==> src/design/tiled_rgb_run_length_decoder_macros.svh <==
// ----------------------------------------------------------------------------
// Tiled RGB run-length decoder assertion macros
// Concurrent assertion forms for the decoder's top level.
// ----------------------------------------------------------------------------
`ifndef TILED_RGB_RUN_LENGTH_DECODER_MACROS_SVH
`define TILED_RGB_RUN_LENGTH_DECODER_MACROS_SVH

// Same-cycle implication, ignored while reset is asserted.
`define TRLD_ASSERT_IMPLY(lbl, ante, cons, msg) \
    lbl: assert property (@(posedge aclk) disable iff (!aresetn) (ante) |-> (cons)) \
        else $error(msg);

// Next-cycle implication, ignored while reset is asserted.
`define TRLD_ASSERT_NEXT(lbl, ante, cons, msg) \
    lbl: assert property (@(posedge aclk) disable iff (!aresetn) (ante) |=> (cons)) \
        else $error(msg);

// Next-cycle implication that also holds across reset.
`define TRLD_ASSERT_NEXT_ALWAYS(lbl, ante, cons, msg) \
    lbl: assert property (@(posedge aclk) (ante) |=> (cons)) \
        else $error(msg);

`endif

==> src/design/trld_pkg.sv <==
// ----------------------------------------------------------------------------
// Tiled RGB run-length decoder package
// Constants, register indices and controller/datapath interface types.
// ----------------------------------------------------------------------------
package trld_pkg;

    localparam int DEF_MAX_BLOCK = 8;
    localparam int DEF_MAX_RUN   = 64;
    localparam int MAX_DIMENSION = 4096;

    localparam int DIM_W     = 13;  // width and height registers
    localparam int BLK_W     = 4;   // block size register
    localparam int ORG_W     = 14;  // tile origins and absolute row/column
    localparam int ADDR_W    = 24;  // raster address
    localparam int COLOUR_W  = 8;
    localparam int CFG_IDX_W = 2;
    localparam int IN_DATA_W = 8;
    localparam int OUT_DATA_W = ADDR_W + 3 * COLOUR_W;
    localparam int OUT_USER_W = 2;

    localparam logic [CFG_IDX_W-1:0] REG_IMAGE_WIDTH  = 2'd0;
    localparam logic [CFG_IDX_W-1:0] REG_IMAGE_HEIGHT = 2'd1;
    localparam logic [CFG_IDX_W-1:0] REG_BLOCK_SIZE   = 2'd2;

    localparam logic [DIM_W-1:0] RST_IMAGE_WIDTH  = 13'd64;
    localparam logic [DIM_W-1:0] RST_IMAGE_HEIGHT = 13'd64;
    localparam logic [BLK_W-1:0] RST_BLOCK_SIZE   = 4'd8;

    // Commands from the controller to the datapath.
    typedef struct packed {
        logic cap_blue;
        logic cap_green;
        logic cap_red;
        logic start_run;
        logic zero_emit;
        logic step;
        logic flush;
    } trld_cmd_t;

    // Status from the datapath to the controller.
    typedef struct packed {
        logic byte_zero;
        logic walk_end;
        logic pend_valid;
        logic out_free;
    } trld_sts_t;

endpackage

==> src/design/trld_ctrl.sv <==
// ----------------------------------------------------------------------------
// Tiled RGB run-length decoder controller
// Tracks the byte phase and sequences each run through the datapath.
// ----------------------------------------------------------------------------
module trld_ctrl
    import trld_pkg::*;
(
    input  logic      aclk,
    input  logic      aresetn,
    input  logic      s_valid,
    output logic      s_ready,
    input  trld_sts_t sts,
    output trld_cmd_t cmd
);

    typedef enum logic [1:0] {
        ST_IDLE,
        ST_ZERO,
        ST_WALK,
        ST_FLUSH
    } state_t;

    typedef enum logic [1:0] {
        PH_BLUE,
        PH_GREEN,
        PH_RED,
        PH_LENGTH
    } phase_t;

    state_t state_reg, state_next;
    phase_t phase_reg, phase_next;
    logic   take;

    assign s_ready = (state_reg == ST_IDLE);
    assign take    = s_valid && s_ready;

    always_comb begin
        state_next = state_reg;
        phase_next = phase_reg;
        cmd        = '0;
        unique case (state_reg)
            ST_IDLE: begin
                if (take) begin
                    unique case (phase_reg)
                        PH_BLUE: begin
                            cmd.cap_blue = 1'b1;
                            phase_next   = PH_GREEN;
                        end
                        PH_GREEN: begin
                            cmd.cap_green = 1'b1;
                            phase_next    = PH_RED;
                        end
                        PH_RED: begin
                            cmd.cap_red = 1'b1;
                            phase_next  = PH_LENGTH;
                        end
                        PH_LENGTH: begin
                            phase_next = PH_BLUE;
                            if (sts.byte_zero) begin
                                state_next = ST_ZERO;
                            end else begin
                                cmd.start_run = 1'b1;
                                state_next    = ST_WALK;
                            end
                        end
                        default: phase_next = PH_BLUE;
                    endcase
                end
            end
            ST_ZERO: begin
                if (sts.out_free) begin
                    cmd.zero_emit = 1'b1;
                    state_next    = ST_IDLE;
                end
            end
            ST_WALK: begin
                if (sts.out_free) begin
                    cmd.step = 1'b1;
                    if (sts.walk_end) begin
                        state_next = ST_FLUSH;
                    end
                end
            end
            ST_FLUSH: begin
                if (sts.out_free) begin
                    cmd.flush  = 1'b1;
                    state_next = ST_IDLE;
                end
            end
            default: state_next = ST_IDLE;
        endcase
    end

    always_ff @(posedge aclk) begin
        if (!aresetn) begin
            state_reg <= ST_IDLE;
            phase_reg <= PH_BLUE;
        end else begin
            state_reg <= state_next;
            phase_reg <= phase_next;
        end
    end

endmodule

==> src/design/trld_datapath.sv <==
// ----------------------------------------------------------------------------
// Tiled RGB run-length decoder datapath
// Configuration, tile cursor, address arithmetic, pending and output stages.
// ----------------------------------------------------------------------------
module trld_datapath
    import trld_pkg::*;
#(
    parameter int MAX_BLOCK = DEF_MAX_BLOCK,
    parameter int MAX_RUN   = DEF_MAX_RUN
) (
    input  logic                 aclk,
    input  logic                 aresetn,
    input  logic                 cfg_we,
    input  logic [CFG_IDX_W-1:0] cfg_index,
    input  logic [DIM_W-1:0]     cfg_data,
    input  logic [IN_DATA_W-1:0] in_byte,
    input  trld_cmd_t            cmd,
    output trld_sts_t            sts,
    input  logic                 m_ready,
    output logic                 m_valid,
    output logic [ADDR_W-1:0]    m_addr,
    output logic [COLOUR_W-1:0]  m_blue,
    output logic [COLOUR_W-1:0]  m_green,
    output logic [COLOUR_W-1:0]  m_red,
    output logic                 m_last,
    output logic                 m_err,
    output logic                 m_done
);

    localparam int TILE_W = (MAX_BLOCK > 1) ? $clog2(MAX_BLOCK) : 1;
    localparam int RUN_W  = $clog2(MAX_RUN + 1);
    localparam int PROD_W = ORG_W + DIM_W;

    localparam logic [IN_DATA_W-1:0] RUN_LIMIT = IN_DATA_W'(MAX_RUN);
    localparam logic [BLK_W-1:0]     BLK_LIMIT = BLK_W'(MAX_BLOCK);
    localparam logic [DIM_W-1:0]     DIM_LIMIT = DIM_W'(MAX_DIMENSION);

    // Configuration registers.
    logic [DIM_W-1:0] width_reg, height_reg;
    logic [BLK_W-1:0] block_reg;

    // Run state.
    logic [COLOUR_W-1:0] blue_reg, green_reg, red_reg;
    logic [RUN_W-1:0]    count_reg;
    logic                run_err_reg;

    // Tile cursor.
    logic [ORG_W-1:0]  row_org_reg, col_org_reg;
    logic [TILE_W-1:0] row_in_reg, col_in_reg;
    logic              filled_reg;

    // Pending result, held until it is known whether it closes the run.
    logic              pend_valid_reg;
    logic [ADDR_W-1:0] pend_addr_reg;
    logic              pend_done_reg;

    // Output register.
    logic                m_valid_reg;
    logic [ADDR_W-1:0]   m_addr_reg;
    logic [COLOUR_W-1:0] m_blue_reg, m_green_reg, m_red_reg;
    logic                m_last_reg, m_err_reg, m_done_reg;

    logic [DIM_W-1:0]  w_eff, h_eff;
    logic [BLK_W-1:0]  bs_eff;
    logic [ORG_W-1:0]  w_ext, h_ext, r_pos, c_pos;
    logic [PROD_W-1:0] prod, addr_full;
    logic [ADDR_W-1:0] addr_calc;
    logic              outside, emit_pos, done_pos, out_free, emit_now;
    logic [BLK_W-1:0]  col_inc, row_inc;
    logic [ORG_W-1:0]  col_org_inc, row_org_inc;
    logic [RUN_W-1:0]  run_len;

    // Clamp the registers into their working ranges.
    always_comb begin
        if (width_reg == '0)           w_eff = DIM_W'(1);
        else if (width_reg > DIM_LIMIT) w_eff = DIM_LIMIT;
        else                            w_eff = width_reg;
        if (height_reg == '0)           h_eff = DIM_W'(1);
        else if (height_reg > DIM_LIMIT) h_eff = DIM_LIMIT;
        else                             h_eff = height_reg;
        if (block_reg == '0)            bs_eff = BLK_W'(1);
        else if (block_reg > BLK_LIMIT) bs_eff = BLK_LIMIT;
        else                            bs_eff = block_reg;
    end

    assign w_ext = ORG_W'(w_eff);
    assign h_ext = ORG_W'(h_eff);
    assign r_pos = row_org_reg + ORG_W'(row_in_reg);
    assign c_pos = col_org_reg + ORG_W'(col_in_reg);

    assign prod      = PROD_W'(r_pos) * PROD_W'(w_eff);
    assign addr_full = prod + PROD_W'(c_pos);
    assign addr_calc = addr_full[ADDR_W-1:0];

    assign outside  = (r_pos >= h_ext);
    assign emit_pos = !filled_reg && !outside && (c_pos < w_ext);
    assign done_pos = emit_pos && (r_pos == h_ext - ORG_W'(1))
                      && (c_pos == w_ext - ORG_W'(1));

    assign col_inc     = BLK_W'(col_in_reg) + BLK_W'(1);
    assign row_inc     = BLK_W'(row_in_reg) + BLK_W'(1);
    assign col_org_inc = col_org_reg + ORG_W'(bs_eff);
    assign row_org_inc = row_org_reg + ORG_W'(bs_eff);

    assign run_len  = (in_byte > RUN_LIMIT) ? RUN_W'(MAX_RUN) : RUN_W'(in_byte);
    assign out_free = !m_valid_reg || m_ready;
    assign emit_now = cmd.step && emit_pos;

    assign sts.byte_zero  = (in_byte == '0);
    assign sts.walk_end   = filled_reg || outside || done_pos || (count_reg == RUN_W'(1));
    assign sts.pend_valid = pend_valid_reg;
    assign sts.out_free   = out_free;

    // Configuration and colour capture.
    always_ff @(posedge aclk) begin
        if (!aresetn) begin
            width_reg  <= RST_IMAGE_WIDTH;
            height_reg <= RST_IMAGE_HEIGHT;
            block_reg  <= RST_BLOCK_SIZE;
        end else if (cfg_we) begin
            case (cfg_index)
                REG_IMAGE_WIDTH:  width_reg  <= cfg_data;
                REG_IMAGE_HEIGHT: height_reg <= cfg_data;
                REG_BLOCK_SIZE:   block_reg  <= cfg_data[BLK_W-1:0];
                default: ;
            endcase
        end
    end

    always_ff @(posedge aclk) begin
        if (cmd.cap_blue)  blue_reg  <= in_byte;
        if (cmd.cap_green) green_reg <= in_byte;
        if (cmd.cap_red)   red_reg   <= in_byte;
        if (cmd.start_run) begin
            run_err_reg <= (in_byte > RUN_LIMIT);
        end
    end

    // Run counter and tile cursor.
    always_ff @(posedge aclk) begin
        if (!aresetn) begin
            count_reg   <= '0;
            row_org_reg <= '0;
            col_org_reg <= '0;
            row_in_reg  <= '0;
            col_in_reg  <= '0;
            filled_reg  <= 1'b0;
        end else if (cmd.start_run) begin
            count_reg <= run_len;
        end else if (cmd.step) begin
            count_reg <= count_reg - RUN_W'(1);
            if (!filled_reg) begin
                if (outside) begin
                    filled_reg <= 1'b1;
                end else begin
                    if (done_pos) filled_reg <= 1'b1;
                    if (col_inc >= bs_eff) begin
                        col_in_reg <= '0;
                        if (row_inc >= bs_eff) begin
                            row_in_reg <= '0;
                            if (col_org_inc >= w_ext) begin
                                col_org_reg <= '0;
                                row_org_reg <= row_org_inc;
                                if (row_org_inc >= h_ext) filled_reg <= 1'b1;
                            end else begin
                                col_org_reg <= col_org_inc;
                            end
                        end else begin
                            row_in_reg <= TILE_W'(row_inc);
                        end
                    end else begin
                        col_in_reg <= TILE_W'(col_inc);
                    end
                end
            end
        end
    end

    // Pending result.
    always_ff @(posedge aclk) begin
        if (!aresetn) begin
            pend_valid_reg <= 1'b0;
        end else if (emit_now) begin
            pend_valid_reg <= 1'b1;
        end else if (cmd.flush) begin
            pend_valid_reg <= 1'b0;
        end
        if (emit_now) begin
            pend_addr_reg <= addr_calc;
            pend_done_reg <= done_pos;
        end
    end

    // Output register.
    always_ff @(posedge aclk) begin
        if (!aresetn) begin
            m_valid_reg <= 1'b0;
        end else if (cmd.zero_emit || ((emit_now || cmd.flush) && pend_valid_reg)) begin
            m_valid_reg <= 1'b1;
        end else if (m_ready) begin
            m_valid_reg <= 1'b0;
        end
        if (cmd.zero_emit) begin
            m_addr_reg  <= emit_pos ? addr_calc : '0;
            m_blue_reg  <= blue_reg;
            m_green_reg <= green_reg;
            m_red_reg   <= red_reg;
            m_last_reg  <= 1'b1;
            m_err_reg   <= 1'b1;
            m_done_reg  <= 1'b0;
        end else if ((emit_now || cmd.flush) && pend_valid_reg) begin
            m_addr_reg  <= pend_addr_reg;
            m_blue_reg  <= blue_reg;
            m_green_reg <= green_reg;
            m_red_reg   <= red_reg;
            m_last_reg  <= cmd.flush;
            m_err_reg   <= run_err_reg;
            m_done_reg  <= pend_done_reg;
        end
    end

    assign m_valid = m_valid_reg;
    assign m_addr  = m_addr_reg;
    assign m_blue  = m_blue_reg;
    assign m_green = m_green_reg;
    assign m_red   = m_red_reg;
    assign m_last  = m_last_reg;
    assign m_err   = m_err_reg;
    assign m_done  = m_done_reg;

endmodule

==> src/design/tiled_rgb_run_length_decoder.sv <==
// ----------------------------------------------------------------------------
// Tiled RGB run-length decoder
// Expands blue/green/red/length runs into pixels walked tile by tile.
// ----------------------------------------------------------------------------
//
// Channel  Direction  Payload
// s_       in         tdata[7:0] stream byte (blue, green, red, length, ...)
// m_       out        tdata address/blue/green/red, tlast, tuser error/complete
// cfg_     in         cfg_index register number, cfg_data register value
//
// For a length byte, capped at 64, the cursor unit visits one tile position
// per cycle, positions right of the image included, and a final flush step
// releases the held last pixel. A zero length emits one error pixel. All
// control state is cleared by a synchronous low aresetn. A stalled m_
// channel pauses the walk in place.
//
`include "tiled_rgb_run_length_decoder_macros.svh"

module tiled_rgb_run_length_decoder
    import trld_pkg::*;
#(
    parameter int MAX_BLOCK = DEF_MAX_BLOCK,
    parameter int MAX_RUN   = DEF_MAX_RUN
) (
    input  logic                  aclk,
    input  logic                  aresetn,
    // Input stream: one compressed byte per request.
    input  logic                  s_tvalid,
    output logic                  s_tready,
    input  logic [IN_DATA_W-1:0]  s_tdata,   // [7:0] stream_byte
    // Result stream: one pixel per request.
    output logic                  m_tvalid,
    input  logic                  m_tready,
    output logic [OUT_DATA_W-1:0] m_tdata,   // [23:0] pixel_address, [31:24] blue_value,
                                             // [39:32] green_value, [47:40] red_value
    output logic                  m_tlast,   // run_last
    output logic [OUT_USER_W-1:0] m_tuser,   // [0] run_error, [1] image_complete
    // Register write port.
    input  logic                  cfg_valid,
    output logic                  cfg_ready,
    input  logic [CFG_IDX_W-1:0]  cfg_index,
    input  logic [DIM_W-1:0]      cfg_data
);

    trld_cmd_t           cmd;
    trld_sts_t           sts;
    logic [ADDR_W-1:0]   pix_addr;
    logic [COLOUR_W-1:0] pix_blue, pix_green, pix_red;
    logic                pix_err, pix_done;

    // Registers are always writable; the user writes them only between runs.
    assign cfg_ready = 1'b1;

    // The controller owns the byte phase and run sequencing.
    trld_ctrl u_ctrl (
        .aclk    (aclk),
        .aresetn (aresetn),
        .s_valid (s_tvalid),
        .s_ready (s_tready),
        .sts     (sts),
        .cmd     (cmd)
    );

    // The datapath walks the tiles, forms addresses and holds the results.
    // One pixel is kept pending so that the final pixel of a run can be
    // flagged even when the run is cut short by dropped positions or the end
    // of the image.
    trld_datapath #(
        .MAX_BLOCK (MAX_BLOCK),
        .MAX_RUN   (MAX_RUN)
    ) u_datapath (
        .aclk      (aclk),
        .aresetn   (aresetn),
        .cfg_we    (cfg_valid && cfg_ready),
        .cfg_index (cfg_index),
        .cfg_data  (cfg_data),
        .in_byte   (s_tdata),
        .cmd       (cmd),
        .sts       (sts),
        .m_ready   (m_tready),
        .m_valid   (m_tvalid),
        .m_addr    (pix_addr),
        .m_blue    (pix_blue),
        .m_green   (pix_green),
        .m_red     (pix_red),
        .m_last    (m_tlast),
        .m_err     (pix_err),
        .m_done    (pix_done)
    );

    assign m_tdata = {pix_red, pix_green, pix_blue, pix_addr};
    assign m_tuser = {pix_done, pix_err};

    // The final pixel of the image always closes its run.
    `TRLD_ASSERT_IMPLY(a_complete_is_last, m_tvalid && m_tuser[1], m_tlast, "complete pixel without tlast")
    // A held pixel belongs to a run in progress, so no new byte may be taken.
    `TRLD_ASSERT_IMPLY(a_pending_blocks_input, sts.pend_valid, !s_tready, "input ready with a pixel pending")
    // Nothing is presented straight after reset.
    `TRLD_ASSERT_NEXT_ALWAYS(a_reset_quiet, !aresetn, !m_tvalid, "result valid after reset")

endmodule

==> config.mk <==
export PLATFORM = sky130hd
export DESIGN_NAME = tiled_rgb_run_length_decoder
export DESIGN_NICKNAME = d
export VERILOG_FILES = /design/src/design/trld_pkg.sv /design/src/design/trld_ctrl.sv /design/src/design/trld_datapath.sv /design/src/design/tiled_rgb_run_length_decoder.sv
export VERILOG_INCLUDE_DIRS = /design/src /design/src/design
export SDC_FILE = /design/constraint.sdc
export NUM_CORES = 1
export LEC_CHECK = 0
export BUFFER_PORTS_ARGS = -buffer_cell sky130_fd_sc_hd__buf_4
export CAP_MARGIN = 25
export CORE_ASPECT_RATIO = 0.6
export CORE_MARGIN = 3
export CORE_UTILIZATION = 25
export DETAILED_ROUTE_END_ITERATION = 8
export GPL_TIMING_DRIVEN = 0
export PLACE_DENSITY_LB_ADDON = 0.15
export SLEW_MARGIN = 30
export SYNTH_ARGS = -nofsm -noshare
export SYNTH_HDL_FRONTEND = slang
export SYNTH_SLANG_ARGS = --single-unit
export TNS_END_PERCENT = 50
==> constraint.sdc <==
create_clock -name aclk -period 19.5 [get_ports aclk]
set_clock_uncertainty 0.1 [all_clocks]
set_input_delay 2.925 -clock aclk [delete_from_list [all_inputs] [get_ports aclk]]
set_output_delay 2.925 -clock aclk [all_outputs]
set_load 0.02 [all_outputs]
== Word-level counts from Yosys, hierarchy flattened ==
Cells that the tools add are included.
W data, S select, Z words.

* Flip-flop bits (word level): 179
* Bits in latches: 0
* Memory bits (writable): 0
* Memory bits (read-only): 0
* Input bits: 28
* Output and inout port bits: 54
* Word-level logic and storage cells: 155
* Memories kept: 0

* $add $sub $neg: 10
* $mul: 1
* Divide/modulo/power cells: 0
* Magnitude comparators: 10
* Equality and inequality tests: 16
* Shift operators: 0
* Multiplexer cells: 51
* Bitwise logic cells: 3
* Reduce and logical (&&, ||, !) cells: 38

{| class="wikitable"
|+ Operators with widths
! kind !! count
|-
| $mux W24 || 3
|-
| $mux W13 || 4
|-
| $mux W8 || 6
|-
| $ge A14 B13 Y1 || 3
|-
| $add A14 B3 Y14 || 2
|-
| $add A14 B4 Y14 || 2
|-
| $eq A14 B14 Y1 || 2
|-
| $sub A13 B1 Y14 const B || 2
|-
| $gt A13 B13 Y1 const B || 2
|-
| $logic_not A13 Y1 || 2
|-
| $add A24 B14 Y24 || 1
|-
| $mul A14 B13 Y24 || 1
|-
| $mux W7 || 3
|-
| $mux W1 || 20
|-
| $mux W4 || 4
|-
| $lt A14 B13 Y1 || 1
|-
| $mux W14 || 1
|-
| $mux W2 || 6
|-
| $eq A2 B2 Y1 const B || 5
|-
| $reduce_and A2 Y1 || 5
|-
| $reduce_and A5 Y1 || 2
|-
| $add A3 B1 Y4 const B || 2
|-
| $ge A4 B4 Y1 || 2
|-
| $gt A8 B7 Y1 const B || 1
|-
| 21 further kinds || 47
|}

== Logic depth before layout (Yosys ltp) ==
Gate-level depths: netlist of run 1.

* Word-level depth: 16
* Gate-level depth with buffers: 29
* Gate-level depth less buffers: 28

== Hierarchy ==
From an unflattened synthesis of run 1, not the netlist that was laid out.

* Cell total of the unflattened synthesis: 1767
* Area, all modules: 16418.2 um^2

{| class="wikitable"
|+ Modules (own cells, without submodules)
! module !! times used !! cells each !! area each (um^2)
|-
| trld_datapath || 1 || 1729 || 16086.7
|-
| trld_ctrl || 1 || 34 || 305.3
|-
| tiled_rgb_run_length_decoder || 1 || 4 || 26.3
|}

== Worst setup path before layout of run 1 ==
No wires, ideal clock.

* Path kind: reg-to-reg
* Start point: reg u_datapath.row_in_reg[0]
* End point: reg u_datapath.m_addr_reg[23] (netlist: u_datapath.m_addr[23]), data pin
* Setup time: 256 ps
* Arrival time: 6935 ps
* Setup slack: 12209 ps
* Cell stages (with the launch flop): 27
* Buffers on the path: 0
* Clock period less this slack: 7291 ps
* Path through: dfxtp_1 -> ha_1 -> fa_1 -> a21o_1 -> nand3_1 -> xor2_1 -> clkinv_1 -> nand2_1 -> fa_1 -> fa_1 -> inv_1 -> fa_1 -> fa_1 -> fa_1 -> inv_1 -> fa_1 -> inv_1 -> ha_1 -> nand4_1 -> nor2_1 -> nand2_1 -> o2111a_1 -> nor3_1 -> a21o_1 -> a21oi_1 -> xor2_1 -> a22o_1

{| class="wikitable"
|+ RTL lines
! what !! line !! text
|-
| start: declaration || trld_datapath.sv:49 || <nowiki>logic [TILE_W-1:0] row_in_reg, col_in_reg;</nowiki>
|-
| start signal: assignment || trld_datapath.sv:169 || <nowiki>row_in_reg <= TILE_W'(row_inc);</nowiki>
|-
| $add A14 B3 Y14 || trld_datapath.sv:88 || <nowiki>assign r_pos = row_org_reg + ORG_W'(row_in_reg);</nowiki>
|-
| $mul A14 B13 Y24 || trld_datapath.sv:91 || <nowiki>assign prod = PROD_W'(r_pos) * PROD_W'(w_eff);</nowiki>
|-
| $add A24 B14 Y24 || trld_datapath.sv:92 || <nowiki>assign addr_full = prod + PROD_W'(c_pos);</nowiki>
|-
| named net u_datapath.addr_full[23] || trld_datapath.sv:66 || <nowiki>logic [PROD_W-1:0] prod, addr_full;</nowiki>
|-
| $mux W24 || trld_datapath.sv:204 || <nowiki>m_addr_reg <= emit_pos ? addr_calc : '0;</nowiki>
|-
| $mux W24 || trld_datapath.sv:203 || <nowiki>if (cmd.zero_emit) begin</nowiki>
|-
| end signal: assignment || trld_datapath.sv:204 ||
|-
| end signal: assignment || trld_datapath.sv:212 || <nowiki>m_addr_reg <= pend_addr_reg;</nowiki>
|-
| end: declaration || trld_datapath.sv:59 || <nowiki>logic [ADDR_W-1:0] m_addr_reg;</nowiki>
|}

The timed path passes the listed nets, and every way through them passes these cells.
A chain may end at the register's enable or synchronous reset.

== Final worst setup path of run 1 ==
* Start point: reg u_datapath.width_reg[12]
* End point: reg u_datapath.m_addr_reg[22] (netlist: u_datapath.m_addr[22]), data pin

* Cells in the longest elaborated chain, start to end: 7

{| class="wikitable"
|+ RTL lines
! what !! line !! text
|-
| start: declaration || trld_datapath.sv:39 || <nowiki>logic [DIM_W-1:0] width_reg, height_reg;</nowiki>
|-
| start signal: assignment || trld_datapath.sv:122 || <nowiki>REG_IMAGE_WIDTH: width_reg <= cfg_data;</nowiki>
|-
| $gt A13 B13 Y1 || trld_datapath.sv:76 || <nowiki>else if (width_reg > DIM_LIMIT) w_eff = DIM_LIMIT;</nowiki>
|-
| $mux W13 || trld_datapath.sv:76 ||
|-
| $mux W13 * || trld_datapath.sv:75 || <nowiki>if (width_reg == '0) w_eff = DIM_W'(1);</nowiki>
|-
| $mul A14 B13 Y24 * || trld_datapath.sv:91 ||
|-
| $add A24 B14 Y24 * || trld_datapath.sv:92 ||
|-
| named net u_datapath.addr_full[22] || trld_datapath.sv:66 ||
|-
| $mux W24 * || trld_datapath.sv:204 ||
|-
| $mux W24 * || trld_datapath.sv:203 ||
|}

The timed path passes the listed nets; every way through them passes the cells marked *.

==> run_results.csv, run 1 <==
group,metric,value,unit
synth,yosys.area.top_type,"edfxtp_1",
synth,async_reset_ff_frac,0,
power,powerDensity,47.7,nW/um^2
clock_network,clkTransAtPathRegs,0.09,ns
critical_path,r2r_start,"u_datapath.width_reg[12]",
clock_network,cts.htree.levels,4,
synth,mappedNetlistArea,16400,um^2
timing,min_period,8.83,ns
drt,wirelength,56800,um
drt,viasPerCell,4.83,
critical_path,path_max_fanout,11,
final_layout,n_antenna_cell,0,
critical_path,critical_path_class,"reg2reg",
critical_path,worstSetupStartpointType,"flop",
clock_network,clock_latency,0.48,ns
final_layout,multi_input_area,10800,um^2
final_layout,fin_cells,2742,
synth,syn_inst,1786,
global_routing,grt_max_degree,26,
clock_network,cts.path.max_buffers,2,
global_routing,grt_pass1_wl,86000,um
synth,synth_nets,2117,
synth,ys_seq_area_frac,0.279,
clock_network,cts_made_buffers,17,
critical_path,rr_worst_depth,29,
timing,drv_slew,0,
min_path,hold_end,"u_datapath.m_blue[6]",
clock_network,cts_tree,"yes",
job,maxCapViolCount,0,
clock_network,cts_resized,0,
timing,max_freq,113,MHz
final_layout,nNetsFinal,2221,
placement,hpwlAfterDp,46100,um
critical_path,max_stage_delay,0.64,ns
timing,rsz0062_at_grt,"no",
min_path,min_path_cells,0,
floorplan,fp.dieW,336,um
synth,synth_most_common_cell,"nand2_1",
global_routing,grt_pass1_vias,13326,
global_routing,grt_overflow,0,
clock_network,clock_sinks,179,
global_routing,track_usage,0.170,
critical_path,required,19.64,ns
floorplan,core-area,63700,um^2
synth,yosys_warnings,0,
synth,synth_area_per_cell,9.17,um^2
critical_path,regToRegEndpoint,"u_datapath.m_addr[22]",
run_status,status,"finished clean",
placement,dp.cells,2709,
drt,antenna_left,0,
synth,synth_edf_count,98,
critical_path,crit_slowest_cell,"buf_1",
timing,hold_viol_final,0,
final_layout,areaGrowthSynthToFinish,15.2,%
drt,drc_errors,0,
synth,synth_ff_type,"edfxtp_1",
floorplan,io_pins,82,
floorplan,num_rows,71,
min_path,hold_path_class,"reg2reg",
critical_path,critPathBufInv,11,
critical_path,crit_path_end_kind,"flop",
placement,io_buffers,80,
drt,via_count,13242,
floorplan,die_h,204,um
placement,routabilityCongestion,0.897,
timing,fin_tns_setup,0,ns
timing,period_share,0.453,
clock_network,cts_setup_buffers,0,
drt,drtPass1Iterations,7,
final_layout,n_fill_cell,6676,
synth,netlist_top_cells_count,"236 x nand2_1, 207 x inv_1, 178 x nor2_1",
critical_path,critPathTopFamily,"adder cells",
synth,yosys_register_bits,179,
timing,worstMarginPinSlew,1.11,ns
synth,synthTopCellsByArea,"edfxtp_1 18%, fa_1 18%, ha_1 12%, dfxtp_1 9.9%, nand2_1 5.4%",
drt,drt-initial-drc-count,1236,
floorplan,start_util,0.257,
critical_path,cp.arrival,8.97,ns
clock_network,cts_hold_buf,0,
timing,slew_headroom,0.259,
final_layout,drive_above_1_share,0.0993,
drt,wire_per_inst,20.7,um
critical_path,rrSetupSlack,10.67,ns
clock_network,clockRootBuffer,"clkbuf_16",
final_layout,seq_area,4560,um^2
power,ir_worst_vdd,61.7,uV
global_routing,antenna_found_initial,2,
synth,synth_top_area_frac,0.180,
floorplan,dieArea,68700,um^2
min_path,worstHoldStart,"u_datapath.blue_reg[6]",
power,power.leakage,8.38,nW
timing,setup_violations,0,
critical_path,cp_common_cell,"inv_1",
synth,synthDistinctLibCells,80,
==> where the power goes <==
group	switching (mW)	internal, mW	leakage, nW	total (mW)
registers	0.00644	0.407	1.53	0.413
clock network	0.205	0.180	0.307	0.384
logic	0.0677	0.0348	6.54	0.102
total	0.279	0.621	8.38	0.900
==> kinds of logic after synthesis <==
group	Yosys count	synth area share
flops	179	0.279
other cells	1	0.000229
simple gates	598	0.169
buf+inv	295	0.0715
mux	16	0.00978
fa+ha+maj	303	0.298
compound gates	296	0.118
xor+xnor	98	0.0557
==> cell type report <==
type / count / share of cell area
Inverter: 223 / 0.0444
Tap cell: 839 / 0.0556
Buffer: 72 / 0.0180
Clock buffer: 17 / 0.0225
Clock inverter: 15 / 0.0111
Sequential cell: 179 / 0.242
Multi-Input combinational cell: 1312 / 0.570
Timing Repair Buffer: 85 / 0.0359
==> per-layer routing <==
metal | global-route usage | share of wire | vias to the layer above
li1 | - | - | 6214
met1 | 0.266 | 0.51 | 6561
met2 | 0.228 | 0.38 | 435
met3 | 0.0494 | 0.092 | 32
met4 | 0.0336 | 0.012 | 0
met5 | 0 | 0 | -
==> stage by stage <==
| step | util | power (mW) | setup WS, ns | hold WS [ns] | instance area (um^2) |
|---|---|---|---|---|---|
| final | 0.296 | 0.900 | 10.67 | 0.325 | 18900 |
| after global routing | 0.296 | 0.938 | 10.26 | 0.333 | 18900 |
| after CTS | 0.296 | 0.914 | 10.50 | 0.326 | 18900 |
| after detailed placement | 0.286 | 0.523 | 10.54 | 0.305 | 18200 |
| after global placement | 0.283 | 0.522 | 10.31 | 0.303 | 18000 |
| after floorplan | - | 0.479 | 12.21 | 0.300 | 16400 |
==> layout by cell type, fill, tap and decap left out, types with 14 or more instances in the layout <==
| cell | count |
|---|---|
| xor2_1 | 30 |
| mux2i_1 | 16 |
| or4_1 | 14 |
| nand4_1 | 18 |
| fa_1 | 144 |
| clkbuf_16 | 17 |
| nand3_1 | 17 |
| edfxtp_1 | 98 |
| xnor2_1 | 50 |
| dfxtp_1 | 81 |
| and2_1 | 15 |
| ha_1 | 159 |
| o31ai_1 | 14 |
| nand2_1 | 235 |
| or3_1 | 14 |
| buf_4 | 84 |
| o21ai_0 | 60 |
| inv_1 | 207 |
| a21o_1 | 31 |
| nor2_1 | 176 |
| nor3_1 | 20 |
| clkbuf_1 | 45 |
| a21oi_1 | 88 |
| nand2b_1 | 15 |
| nor2b_1 | 19 |
==> how the worst max path moves through the flow <==
stage | start | slack (ns) | depth (start not counted) | to
2_1_floorplan | u_datapath.row_in_reg[0] | 12.21 | 26 | u_datapath.m_addr[23]
3_3_place_gp | u_datapath.row_in_reg[1] | 10.31 | 25 | u_datapath.m_addr[22]
3_5_place_dp | u_datapath.width_reg[12] | 10.54 | 29 | u_datapath.m_addr[22]
4_1_cts | u_datapath.width_reg[12] | 10.50 | 29 | u_datapath.m_addr[22]
5_1_grt | u_datapath.row_in_reg[0] | 10.26 | 26 | u_datapath.m_addr[23]
6_report | u_datapath.width_reg[12] | 10.67 | 29 | u_datapath.m_addr[22]
Power figures use the tool's default switching activity.
==> run 2: changes to the inputs <==
ABC_AREA = 1   (was default)
clock period = 7.5 ns   (was 19.5 ns; I/O delays follow)
==> run 2 against run 1 <==
Net effect:
- total power rose to 3.3 times the previous value
- cell count up 8.0%
- hold slack worse by 0.0080 ns
- synthesized cell count up 11%
- global-route usage down 0.98 points
- register-to-register slack worse by 10 ns
- setup slack worse by 10 ns
==> run_results.csv, run 2 <==
group,metric,value,unit
synth,synth_ff_type,"edfxtp_1",
synth,async_reset_ff_frac,0,
synth,synth_most_common_cell,"inv_1",
final_layout,final_common_cell,"inv_1",
placement,hpwlAfterDp,44600,um
timing,min_period,7.22,ns
synth,syn_inst,1982,
global_routing,antenna_found_initial,0,
global_routing,grt_use_met2,0.212,
power,power.leakage,9.16,nW
floorplan,io_pins,82,
final_layout,layout_common_cells,"354 x inv_1, 331 x nand2_1, 250 x nor2_1",
timing,drv_slew,0,
synth,yosys.area.top_type,"edfxtp_1",
synth,mappedNetlistArea,16300,um^2
critical_path,r2r_start,"u_datapath.row_in_reg[0]",
min_path,hold_path_class,"reg2reg",
run_status,status,"finished clean",
drt,wirelength,54600,um
clock_network,clock_latency,0.48,ns
critical_path,crit_path_end_kind,"flop",
clock_network,clkTransAtPathRegs,0.08,ns
final_layout,seq_area,4570,um^2
critical_path,cp.arrival,7.31,ns
job,maxCapViolCount,0,
global_routing,grt_pass1_vias,13115,
final_layout,areaGrowthSynthToFinish,17.6,%
floorplan,dieArea,68600,um^2
floorplan,num_rows,71,
placement,routabilityCongestion,0.898,
placement,dp_slack,-0.971,ns
power,total_power,2.94,mW
final_layout,n_fill_cell,6720,
clock_network,cts_hold_buf,0,
clock_network,cts.path.max_buffers,2,
power,powerDensity,153,nW/um^2
synth,synth_edf_count,98,
synth,synth_nets,2313,
critical_path,startpoint,"u_datapath.row_in_reg[0]",
final_layout,nNetsFinal,2439,
critical_path,critical_path_class,"reg2reg",
global_routing,use_met3,0.0403,
final_layout,multi_input_area,10500,um^2
critical_path,required,7.60,ns
synth,yosys_warnings,0,
floorplan,start_util,0.257,
synth,synth_top_area_frac,0.180,
critical_path,path_max_fanout,10,
synth,netlist_top_cells_count,"358 x inv_1, 341 x nand2_1, 252 x nor2_1",
clock_network,cts_made_buffers,17,
drt,drt-initial-drc-count,1106,
timing,fin_tns_setup,0,ns
clock_network,cts.htree.levels,4,
drt,antenna_left,0,
final_layout,n_antenna_cell,0,
global_routing,grt_overflow,0,
floorplan,core-area,63700,um^2
synth,yosys_register_bits,179,
timing,worstMarginPinSlew,1.02,ns
placement,io_buffers,80,
drt,viasPerCell,4.53,
clock_network,clock_sinks,179,
timing,max_freq,139,MHz
timing,period_share,0.962,
synth,synth_area_per_cell,8.24,um^2
critical_path,worstSetupStartpointType,"flop",
synth,synthTopCellsByArea,"edfxtp_1 18%, fa_1 18%, ha_1 12%, dfxtp_1 9.9%, inv_1 8.2%",
clock_network,clockRootBuffer,"clkbuf_16",
clock_network,cts_tree,"yes",
global_routing,grt_pass1_wl,81800,um
critical_path,cp_common_cell,"fa_1",
drt,drtPass1Iterations,7,
floorplan,die_h,204,um
floorplan,fp.dieW,336,um
timing,slew_headroom,0.315,
critical_path,crit_slowest_cell,"fa_1",
global_routing,use_met1,0.258,
critical_path,worstPathCellList,"ha_2 > fa_2 > xor2_4 > inv_1 > nor2_1 > fa_1 > fa_1 > fa_1 > fa_1 > fa_1 > inv_1 > fa_1 > inv_1 > ha_1 > a21oi_1 > o21a_1 > o21ai_2 > a21oi_2 > o21ai_1 > xor2_1 > o21ai_0",
global_routing,gr-max-usage-layer,"met1",
min_path,worstHoldStart,"u_datapath.blue_reg[2]",
drt,wire_per_inst,18.4,um
critical_path,max_stage_delay,0.58,ns
power,ir_worst_vdd,113,uV
drt,via_count,13407,
final_layout,drive_above_1_share,0.111,
timing,setup_violations,0,
global_routing,track_usage,0.161,
drt,drc_errors,0,
timing,hold_viol_final,0,
synth,ys_seq_area_frac,0.279,
global_routing,grt_max_degree,26,
synth,synthDistinctLibCells,55,
timing,fin_ws,0.283,ns
## run 2: cell types whose count changed in the layout (fill, tap and decap cells not counted), moves of 16 or more
cell	previous run	this run
clkbuf_1	45	20
nand3_1	17	77
xor2_1	30	61
inv_1	207	354
o21ai_0	60	92
nor2b_1	19	1
xnor2_1	50	15
buf_4	84	108
nor2_1	176	250
nand2_1	235	331
mux2i_1	16	0
a21o_1	31	2
## run 2: final cells by class
class                   instances  area share
inverters                     371      0.0734
flip-flops and latches        179       0.238
plain buffers                  42      0.0109
multi-input cells            1389       0.548
well taps                     839      0.0547
clock buffers                  19      0.0225
repair buffers                108      0.0448
clock inverters                13     0.00782
## run 2: kinds of logic after synthesis
group,after synthesis,share of synthesized area
AND/OR/NAND/NOR,747,0.189
buffers and inverters,414,0.0969
adder cells (fa/ha/maj),303,0.298
AO/OA/AOI/OAI,251,0.0885
flip-flops,179,0.279
other,1,0.000230
XOR/XNOR,87,0.0480
## run 2: per-stage QoR
| stage | util | area [um^2] | cells | hold slack [ns] |
|---|---|---|---|---|
| finish | 0.302 | 19200 | 2960 | 0.317 |
| global route | 0.302 | 19200 | 2960 | 0.324 |
| CTS | 0.297 | 18900 | 2945 | 0.316 |
| detailed placement | 0.283 | 18100 | 2902 | 0.305 |
| global placement | 0.282 | 18000 | 2901 | 0.302 |
| floorplan | - | 16300 | 1982 | 0.300 |
## run 2: worst max-delay path: cells and delay by family, from the launching register on
family	cells	cell delay (ns)
simple gates	1	0.25
compound gates	6	0.83
xor+xnor	2	0.72
flops	1	0.35
fa+ha+maj	9	4.16
buf+inv	3	0.49
## run 2: path summary, 6_finish.rpt
check / end / slack [ns] / cells past startpoint
setup / recovery: u_datapath.m_addr[20] / 0.28 / 21
hold / removal: u_datapath.m_blue[2] / 0.32 / 0
setup reg to reg: u_datapath.m_addr[20] / 0.28 / 21
hold reg to reg: u_datapath.m_blue[2] / 0.32 / 0
## run 2: what timing repair did
action	in CTS	in global routing
buffers inserted	11	16
resized for setup	36	52
pin swaps	4	12
endpoints found under the setup margin	26	18
## run 2: power by group
part	total (mW)	internal [mW]	switching [mW]	leakage, nW
logic	0.764	0.251	0.513	7.32
clock network	0.929	0.496	0.433	0.279
registers	1.25	1.18	0.0643	1.56
## run 2: per-layer routing
layer,part of all wire,vias up,wire length [um]
met5,0,-,0
met1,0.55,6427,29800
met2,0.38,378,20500
li1,-,6571,-
met3,0.069,31,3760
met4,0.0097,0,531
